===== src/hw/rtl/swm_pkg.sv =====
// ----------------------------------------------------------------------------
// swm_pkg: shared types for the sliding window median filter
// Command and status bundles between the controller and the datapath.
// ----------------------------------------------------------------------------
package swm_pkg;

    localparam int SAMPLE_W = 32;
    localparam int CFG_W    = 7;

    typedef logic signed [SAMPLE_W-1:0] t_sample;

    typedef struct packed {
        logic accept;     // take the input request, write the ring
        logic cfg_wr;     // take a window size write
        logic ins_rd;     // read sorted entry below the insertion index
        logic ins_shift;  // move the read entry up one slot
        logic ins_put;    // place the new sample at the insertion index
        logic ins_done;   // count the new sample
        logic med_rd;     // read median entry and oldest ring entry
        logic med_cap;    // capture median and oldest sample
        logic out_load;   // load the output register
        logic rem_rd;     // read sorted entry at the removal index
        logic rem_cmp;    // compare or shift down during removal
        logic rem_done;   // finish removal
    } t_cmd;

    typedef struct packed {
        logic idx_zero;   // insertion index reached the bottom
        logic gt;         // read entry is greater than the new sample
        logic full;       // window holds window_size samples after insertion
        logic rem_end;    // removal scan covered every held entry
        logic out_free;   // output register can take a result this cycle
    } t_sts;

endpackage


===== src/hw/rtl/swm_ram.sv =====
// ----------------------------------------------------------------------------
// swm_ram: generic simple dual port RAM
// One write port, one read port with registered read data.
// ----------------------------------------------------------------------------
module swm_ram #(
    parameter int WIDTH = 32,
    parameter int DEPTH = 64,
    localparam int AW   = (DEPTH > 1) ? $clog2(DEPTH) : 1
) (
    input  logic             i_clk,
    input  logic             i_we,
    input  logic [AW-1:0]    i_waddr,
    input  logic [WIDTH-1:0] i_wdata,
    input  logic [AW-1:0]    i_raddr,
    output logic [WIDTH-1:0] o_rdata
);

    logic [WIDTH-1:0] r_mem [DEPTH];
    logic [WIDTH-1:0] r_rdata;

    always_ff @(posedge i_clk) begin
        if (i_we) begin
            r_mem[i_waddr] <= i_wdata;
        end
        r_rdata <= r_mem[i_raddr];
    end

    assign o_rdata = r_rdata;

endmodule


===== src/hw/rtl/swm_dp.sv =====
// ----------------------------------------------------------------------------
// swm_dp: datapath of the sliding window median filter
// Ring and sorted memory addressing, counters, comparators, output register.
// ----------------------------------------------------------------------------
module swm_dp
    import swm_pkg::*;
#(
    parameter int WINDOW_MAX = 64,
    localparam int AW = (WINDOW_MAX > 1) ? $clog2(WINDOW_MAX) : 1,
    localparam int CW = $clog2(WINDOW_MAX + 1)
) (
    input  logic                i_clk,
    input  logic                i_rst_n,
    input  t_cmd                i_cmd,
    output t_sts                o_sts,
    input  logic [SAMPLE_W-1:0] i_sample,
    input  logic                i_start_new,
    input  logic [CFG_W-1:0]    i_cfg_data,
    input  logic                i_stall,
    output logic                o_valid,
    output logic [SAMPLE_W-1:0] o_median,
    output logic                o_srt_we,
    output logic [AW-1:0]       o_srt_waddr,
    output logic [SAMPLE_W-1:0] o_srt_wdata,
    output logic [AW-1:0]       o_srt_raddr,
    input  logic [SAMPLE_W-1:0] i_srt_rdata,
    output logic                o_ring_we,
    output logic [AW-1:0]       o_ring_waddr,
    output logic [SAMPLE_W-1:0] o_ring_wdata,
    output logic [AW-1:0]       o_ring_raddr,
    input  logic [SAMPLE_W-1:0] i_ring_rdata
);

    localparam int SW = CW + 1;

    logic [CW-1:0]       r_win;
    logic [CW-1:0]       r_fill;
    logic [AW-1:0]       r_rp;
    logic [CW-1:0]       r_idx;
    logic                r_found;
    t_sample             r_x;
    logic [SAMPLE_W-1:0] r_med;
    logic [SAMPLE_W-1:0] r_old;
    logic                r_out_valid;
    logic [SAMPLE_W-1:0] r_median;

    logic [CW-1:0]       n_win;
    logic [AW-1:0]       wr_slot;
    logic [AW-1:0]       n_rp;
    logic [CW-1:0]       fill_inc;
    logic [CW-1:0]       idx_dec;
    logic [CW-1:0]       med_idx;
    logic [SW-1:0]       old_sum;
    logic [SW-1:0]       old_idx;
    logic                rem_hit;

    // Window size zero acts as one, sizes above the memory depth saturate.
    always_comb begin
        if (i_cfg_data == '0) begin
            n_win = CW'(1);
        end else if (int'(i_cfg_data) > WINDOW_MAX) begin
            n_win = CW'(WINDOW_MAX);
        end else begin
            n_win = CW'(i_cfg_data);
        end
    end

    assign wr_slot  = i_start_new ? '0 : r_rp;
    assign n_rp     = (int'(wr_slot) == WINDOW_MAX - 1) ? '0 : wr_slot + AW'(1);
    assign fill_inc = r_fill + CW'(1);
    assign idx_dec  = r_idx - CW'(1);
    assign med_idx  = (r_win - CW'(1)) >> 1;

    // The oldest held sample sits fill slots behind the write pointer.
    always_comb begin
        old_sum = SW'(r_rp) + SW'(WINDOW_MAX) - SW'(fill_inc);
        if (old_sum >= SW'(WINDOW_MAX)) begin
            old_idx = old_sum - SW'(WINDOW_MAX);
        end else begin
            old_idx = old_sum;
        end
    end

    assign rem_hit = (i_srt_rdata == r_old);

    always_ff @(posedge i_clk) begin
        if (!i_rst_n) begin
            r_win       <= CW'(1);
            r_fill      <= '0;
            r_rp        <= '0;
            r_idx       <= '0;
            r_found     <= 1'b0;
            r_out_valid <= 1'b0;
        end else begin
            if (i_cmd.cfg_wr) begin
                r_win  <= n_win;
                r_fill <= '0;
                r_rp   <= '0;
            end
            if (i_cmd.accept) begin
                r_rp  <= n_rp;
                r_idx <= i_start_new ? '0 : r_fill;
                if (i_start_new) begin
                    r_fill <= '0;
                end
            end
            if (i_cmd.ins_shift) begin
                r_idx <= idx_dec;
            end
            if (i_cmd.ins_done) begin
                r_fill <= fill_inc;
            end
            if (i_cmd.med_cap) begin
                r_idx   <= '0;
                r_found <= 1'b0;
            end
            if (i_cmd.rem_cmp) begin
                r_idx <= r_idx + CW'(1);
                if (!r_found && rem_hit) begin
                    r_found <= 1'b1;
                end
            end
            if (i_cmd.rem_done && r_found) begin
                r_fill <= r_fill - CW'(1);
            end
            if (i_cmd.out_load) begin
                r_out_valid <= 1'b1;
            end else if (r_out_valid && !i_stall) begin
                r_out_valid <= 1'b0;
            end
        end
    end

    always_ff @(posedge i_clk) begin
        if (i_cmd.accept) begin
            r_x <= $signed(i_sample);
        end
        if (i_cmd.med_cap) begin
            r_med <= i_srt_rdata;
            r_old <= i_ring_rdata;
        end
        if (i_cmd.out_load) begin
            r_median <= r_med;
        end
    end

    // Sorted memory ports.
    always_comb begin
        o_srt_we    = 1'b0;
        o_srt_waddr = r_idx[AW-1:0];
        o_srt_wdata = i_srt_rdata;
        if (i_cmd.ins_shift) begin
            o_srt_we = 1'b1;
        end else if (i_cmd.ins_put) begin
            o_srt_we    = 1'b1;
            o_srt_wdata = r_x;
        end else if (i_cmd.rem_cmp && r_found) begin
            o_srt_we    = 1'b1;
            o_srt_waddr = idx_dec[AW-1:0];
        end
    end

    always_comb begin
        if (i_cmd.ins_rd) begin
            o_srt_raddr = idx_dec[AW-1:0];
        end else if (i_cmd.med_rd) begin
            o_srt_raddr = med_idx[AW-1:0];
        end else begin
            o_srt_raddr = r_idx[AW-1:0];
        end
    end

    assign o_ring_we    = i_cmd.accept;
    assign o_ring_waddr = wr_slot;
    assign o_ring_wdata = i_sample;
    assign o_ring_raddr = old_idx[AW-1:0];

    assign o_sts.idx_zero = (r_idx == '0);
    assign o_sts.gt       = ($signed(i_srt_rdata) > r_x);
    assign o_sts.full     = (fill_inc >= r_win);
    assign o_sts.rem_end  = (r_idx == r_fill);
    assign o_sts.out_free = !r_out_valid || !i_stall;

    assign o_valid  = r_out_valid;
    assign o_median = r_median;

endmodule


===== src/hw/rtl/swm_ctrl.sv =====
// ----------------------------------------------------------------------------
// swm_ctrl: controller of the sliding window median filter
// Sequences insertion, median read and removal over the sorted memory.
// ----------------------------------------------------------------------------
module swm_ctrl
    import swm_pkg::*;
(
    input  logic i_clk,
    input  logic i_rst_n,
    input  logic i_valid,
    input  logic i_cfg_valid,
    input  t_sts i_sts,
    output t_cmd o_cmd,
    output logic o_stall,
    output logic o_cfg_ready
);

    localparam logic [2:0] S_IDLE    = 3'd0;
    localparam logic [2:0] S_INS_CHK = 3'd1;
    localparam logic [2:0] S_INS_CMP = 3'd2;
    localparam logic [2:0] S_INS_END = 3'd3;
    localparam logic [2:0] S_MED     = 3'd4;
    localparam logic [2:0] S_MED_OUT = 3'd5;
    localparam logic [2:0] S_REM_CHK = 3'd6;
    localparam logic [2:0] S_REM_CMP = 3'd7;

    logic [2:0] r_state;
    logic [2:0] n_state;

    always_comb begin
        n_state = r_state;
        o_cmd   = '0;
        unique case (r_state)
            S_IDLE: begin
                // A waiting sample request goes first; the size write follows.
                o_cmd.cfg_wr = i_cfg_valid && !i_valid;
                if (i_valid) begin
                    o_cmd.accept = 1'b1;
                    n_state      = S_INS_CHK;
                end
            end
            S_INS_CHK: begin
                if (i_sts.idx_zero) begin
                    o_cmd.ins_put = 1'b1;
                    n_state       = S_INS_END;
                end else begin
                    o_cmd.ins_rd = 1'b1;
                    n_state      = S_INS_CMP;
                end
            end
            S_INS_CMP: begin
                if (i_sts.gt) begin
                    o_cmd.ins_shift = 1'b1;
                    n_state         = S_INS_CHK;
                end else begin
                    o_cmd.ins_put = 1'b1;
                    n_state       = S_INS_END;
                end
            end
            S_INS_END: begin
                o_cmd.ins_done = 1'b1;
                if (i_sts.full) begin
                    o_cmd.med_rd = 1'b1;
                    n_state      = S_MED;
                end else begin
                    n_state = S_IDLE;
                end
            end
            S_MED: begin
                o_cmd.med_cap = 1'b1;
                n_state       = S_MED_OUT;
            end
            S_MED_OUT: begin
                if (i_sts.out_free) begin
                    o_cmd.out_load = 1'b1;
                    n_state        = S_REM_CHK;
                end
            end
            S_REM_CHK: begin
                if (i_sts.rem_end) begin
                    o_cmd.rem_done = 1'b1;
                    n_state        = S_IDLE;
                end else begin
                    o_cmd.rem_rd = 1'b1;
                    n_state      = S_REM_CMP;
                end
            end
            S_REM_CMP: begin
                o_cmd.rem_cmp = 1'b1;
                n_state       = S_REM_CHK;
            end
            default: begin
                n_state = S_IDLE;
            end
        endcase
    end

    always_ff @(posedge i_clk) begin
        if (!i_rst_n) begin
            r_state <= S_IDLE;
        end else begin
            r_state <= n_state;
        end
    end

    assign o_stall     = (r_state != S_IDLE);
    assign o_cfg_ready = (r_state == S_IDLE) && !i_valid;

endmodule


===== src/hw/rtl/sliding_window_median.sv =====
// Results: none while the window fills; with a full window the median is
// valid once insertion, median read and output load are done, plus output stalls.
// Throughput: one request at a time; the next is taken once the insertion scan
// ends while filling, and once the removal scan ends with a full window.
// The single write port and single read port of the sorted memory set this.
// Reset: synchronous, active low; window empty, window size 1, output empty.
// ----------------------------------------------------------------------------
// sliding_window_median: lower median over a sliding window of samples
// Keeps samples in arrival order and in a sorted memory; emits the lower
// median each time the window is full, then drops the oldest sample.
// ----------------------------------------------------------------------------
module sliding_window_median
    import swm_pkg::*;
#(
    parameter int WINDOW_MAX = 64
) (
    input  logic                i_clk,
    input  logic                i_rst_n,
    input  logic                i_valid,
    output logic                o_stall,
    input  logic [SAMPLE_W-1:0] i_sample,
    input  logic                i_start_new,
    output logic                o_valid,
    input  logic                i_stall,
    output logic [SAMPLE_W-1:0] o_median,
    input  logic                i_cfg_valid,
    output logic                o_cfg_ready,
    input  logic [CFG_W-1:0]    i_cfg_data
);

    localparam int AW = (WINDOW_MAX > 1) ? $clog2(WINDOW_MAX) : 1;

    t_cmd                cmd;
    t_sts                sts;
    logic                srt_we;
    logic [AW-1:0]       srt_waddr;
    logic [SAMPLE_W-1:0] srt_wdata;
    logic [AW-1:0]       srt_raddr;
    logic [SAMPLE_W-1:0] srt_rdata;
    logic                ring_we;
    logic [AW-1:0]       ring_waddr;
    logic [SAMPLE_W-1:0] ring_wdata;
    logic [AW-1:0]       ring_raddr;
    logic [SAMPLE_W-1:0] ring_rdata;

    swm_ctrl u_ctrl (
        .i_clk       (i_clk),
        .i_rst_n     (i_rst_n),
        .i_valid     (i_valid),
        .i_cfg_valid (i_cfg_valid),
        .i_sts       (sts),
        .o_cmd       (cmd),
        .o_stall     (o_stall),
        .o_cfg_ready (o_cfg_ready)
    );

    swm_dp #(
        .WINDOW_MAX (WINDOW_MAX)
    ) u_dp (
        .i_clk        (i_clk),
        .i_rst_n      (i_rst_n),
        .i_cmd        (cmd),
        .o_sts        (sts),
        .i_sample     (i_sample),
        .i_start_new  (i_start_new),
        .i_cfg_data   (i_cfg_data),
        .i_stall      (i_stall),
        .o_valid      (o_valid),
        .o_median     (o_median),
        .o_srt_we     (srt_we),
        .o_srt_waddr  (srt_waddr),
        .o_srt_wdata  (srt_wdata),
        .o_srt_raddr  (srt_raddr),
        .i_srt_rdata  (srt_rdata),
        .o_ring_we    (ring_we),
        .o_ring_waddr (ring_waddr),
        .o_ring_wdata (ring_wdata),
        .o_ring_raddr (ring_raddr),
        .i_ring_rdata (ring_rdata)
    );

    swm_ram #(
        .WIDTH (SAMPLE_W),
        .DEPTH (WINDOW_MAX)
    ) u_sorted_ram (
        .i_clk   (i_clk),
        .i_we    (srt_we),
        .i_waddr (srt_waddr),
        .i_wdata (srt_wdata),
        .i_raddr (srt_raddr),
        .o_rdata (srt_rdata)
    );

    swm_ram #(
        .WIDTH (SAMPLE_W),
        .DEPTH (WINDOW_MAX)
    ) u_ring_ram (
        .i_clk   (i_clk),
        .i_we    (ring_we),
        .i_waddr (ring_waddr),
        .i_wdata (ring_wdata),
        .i_raddr (ring_raddr),
        .o_rdata (ring_rdata)
    );

`ifndef ASSERT_OFF
    a_one_sorted_read: assert property (@(posedge i_clk) disable iff (!i_rst_n)
        $onehot0({cmd.ins_rd, cmd.med_rd, cmd.rem_rd}))
        else $error("more than one sorted memory read issued");

    a_load_when_free: assert property (@(posedge i_clk) disable iff (!i_rst_n)
        cmd.out_load |-> (!o_valid || !i_stall))
        else $error("output register overwritten while a result waits");

    a_no_early_result: assert property (@(posedge i_clk) disable iff (!i_rst_n)
        cmd.accept |=> !cmd.out_load)
        else $error("result loaded before insertion finished");

    a_cfg_only_idle: assert property (@(posedge i_clk) disable iff (!i_rst_n)
        cmd.cfg_wr |-> !o_stall && !cmd.ins_done && !cmd.rem_cmp)
        else $error("window size written while a request is in work");
`endif

endmodule


===== config.mk =====
export PLATFORM = sky130hd
export DESIGN_NAME = sliding_window_median
export DESIGN_NICKNAME = d
export VERILOG_FILES = /design/src/hw/rtl/swm_pkg.sv /design/src/hw/rtl/swm_ram.sv /design/src/hw/rtl/swm_dp.sv /design/src/hw/rtl/swm_ctrl.sv /design/src/hw/rtl/sliding_window_median.sv
export SDC_FILE = /design/constraint.sdc
export NUM_CORES = 2
export LEC_CHECK = 0
export BUFFER_PORTS_ARGS = -buffer_cell sky130_fd_sc_hd__buf_2
export CAP_MARGIN = 20
export CORE_UTILIZATION = 53
export DETAILED_ROUTE_END_ITERATION = 7
export HOLD_SLACK_MARGIN = 0.06
export PLACE_DENSITY = 0.79
export SLEW_MARGIN = 20
export SYNTH_ARGS = -nofsm -noshare
export SYNTH_HDL_FRONTEND = slang
export SYNTH_HIERARCHICAL = 1
export SYNTH_SLANG_ARGS = --single-unit

===== constraint.sdc =====
create_clock -name i_clk -period 7.7 [get_ports i_clk]
set_input_delay 1.54 -clock i_clk [delete_from_list [all_inputs] [get_ports i_clk]]
set_output_delay 1.54 -clock i_clk [all_outputs]
set_load 0.01 [all_outputs]

==> reports/qor.csv <==
stage,metric,value,unit
setup_path,critical_path.max_fanout,22,
hold_path,hold_path_class,reg2reg,
timing,maxSlewViolCount,0,
placement,port_buffers,79,
power_and_ir_drop,p_sw,31.94,mW
run,maxCapViolCount,0,
power_and_ir_drop,total_power,85.94,mW
cells_and_area,layout.nets,7854,
power_and_ir_drop,leakagePower,58.21,nW
timing,tns,0,ps
cts,cts_buffers,409,
cts,cts_sinks,4320,
power_and_ir_drop,p_comb_share,40.9,%
cts,cts_resized,0,
cts,cts_buffer_depth,4,
cells_and_area,drive_gt1_share,27.74,%
power_and_ir_drop,power_frac_clock,23.8,%
global_route,antenna_found_initial,43,
yosys,syn_inst,7398,
cells_and_area,fillCellCount,19712,
die,initial_core_util,53.45,%
timing,period_needed,6803,ps
global_route,track_usage,29.04,%
timing,setup_violations,0,
die,die_w,560.8,µm
timing,period_share,88.35,%
routing,drc_errors,0,
die,core,0.3096,mm²
cts,cts_hold_buf,0,
status,outcome,finished clean,
routing,vias,85448,
setup_path,path_class,reg2reg,
yosys,synth_area_per_cell,22.37,µm²
yosys,yosys_warnings,6,
cells_and_area,syn_to_final_growth,12.52,%
timing,slew_headroom,18.69,%
setup_path,end_kind,register,
die,die_area,0.3145,mm²
global_route,grt_max_degree,123,
yosys,syn_area,0.1655,mm²
cells_and_area,final_common_cell,edfxtp_1,
cts,clk_pin_slew_worst_paths,60,ps
global_route,grt_pass1_vias,85351,
power_and_ir_drop,ir_worst_vdd,0.5616,mV
die,std_cell_rows,204,
timing,max_freq,0.1470,GHz
global_route,grt_pass1_wl,643000,µm
routing,drt_first_iter_violations,14111,
cts,h-tree-depth,5,
timing,hold_viol,0,
power_and_ir_drop,sequentialPowerShare,35.2,%
power_and_ir_drop,power.internal,54.00,mW
cts,post_cts_buffers,0,
die,num_io_pins,80,
placement,dpl.hpwl,245900,µm
routing,drt-wirelength-per-cell,37.47,µm
routing,drt_first_pass_iters,8,
cts,cts_root_buffer,clkbuf_16,
setup_path,critPathRequiredTime,8360,ps
timing,worst_clock_skew,77.36,ps
timing,max_slew.worst_pin.slew,1217,ps
routing,ant_nets,0,
cells_and_area,layout_common_cells,"4224 x edfxtp_1, 1088 x mux4_2, 411 x clkbuf_16, 270 x buf_4, 189 x mux2i_1",
cts,clock_latency,1000,ps
placement,place.gp.congestion,0.9412,
cells_and_area,multi_input_area,0.03549,mm²
cts,cts_tree,built,
power_and_ir_drop,power_density,461.6,mW/mm²
timing,rsz0062_at_grt,false,
power_and_ir_drop,p_sw_share,37.16,%
setup_path,worst_setup_path_start_kind,register,
global_route,overflow,0,
routing,vias_per_cell,6.975,
yosys,postSynthNetCount,7495,
cells_and_area,register_area,0.1288,mm²
setup_path,arrival,7460,ps
die,die_h,560.8,µm
routing,wirelength,459000,µm
power groups by stage:
stage | Combinational, mW | Sequential (mW) | Clock, mW
floorplan | 21.0 | 30.6 | 0
global placement | 32.6 | 30.7 | 0
detailed placement | 33.4 | 30.7 | 0
CTS | 34.3 | 30.3 | 20.6
global route | 35.7 | 30.3 | 21.4
finish | 35.2 | 30.3 | 20.5
state kept, by name (all words and copies together) (netlist names):
signal / cells
u_ring_ram/o_rdata: 32
u_dp/o_valid: 1
u_dp/o_median: 32
u_dp/r_x: 32
u_ring_ram/r_mem: 2048
u_dp/r_found: 1
u_dp/r_old: 32
u_dp/r_med: 32
u_ctrl/r_state: 3
u_dp/r_fill: 7
u_dp/r_rp: 6
u_sorted_ram/o_rdata: 32
u_dp/r_win: 7
u_sorted_ram/r_mem: 2048
u_dp/r_idx: 7
cell type report:
class	count	area share, %
tap	4120	2.769
sequential	4320	69.16
antenna	24	0.03226
timing repair buffer	377	1.602
clock buffer	506	5.748
inverter	61	0.1270
clock inverter	254	1.507
multi-input combinational	2588	19.06
critical path, stage by stage, from the launching register on:
cell and delay (ps):
edfxtp_1 380, inv_1 70, ha_1 320, nand4_1 150
nor4_1 530, a21boi_1 230, o31ai_1 100, o2111ai_1 150
mux2i_1 510, o22a_1 240, nor2_1 70, nor3_2 540
nand2_1 140, xnor2_1 670, nor2b_1 300, nand2_1 580
nor2_4 1110, buf_4 310
final timing paths:
path / endpoint / depth (start not counted) / slack [ps] / startpoint
min: u_dp/r_old[28] / 0 / 390 / u_ring_ram/o_rdata[28]
max reg2reg: u_sorted_ram/r_mem[28][11] / 17 / 900 / u_dp/r_x[14]
min reg2reg: u_dp/r_old[28] / 0 / 390 / u_ring_ram/o_rdata[28]
max: u_sorted_ram/r_mem[28][11] / 17 / 900 / u_dp/r_x[14]
metal layers:
metal  GRT usage, %  vias to the layer above  routed length [µm]
met3          6.391                     1530               56420
met1          36.05                    44007              146000
met2          46.84                     7972              222600
li1               -                    31925                   -
met4          18.16                       14               33860
met5              0                        -                  78
metrics by stage:
stage / hold WS (ps) / cell area [µm²] / setup slack (ps) / util (%) / std cells
after detailed placement: 388.7 / 172600 / 1190 / 55.74 / 11464
after global routing: 391.9 / 186200 / 877.0 / 60.12 / 12235
after floorplan: 385.5 / 165500 / 924.9 / - / 7398
final: 388.0 / 186200 / 897.2 / 60.14 / 12250
after CTS: 394.5 / 186100 / 1073 / 60.10 / 12224
after global placement: 390.6 / 172500 / 1291 / 55.72 / 11462
(Power assumes the default switching activity.)
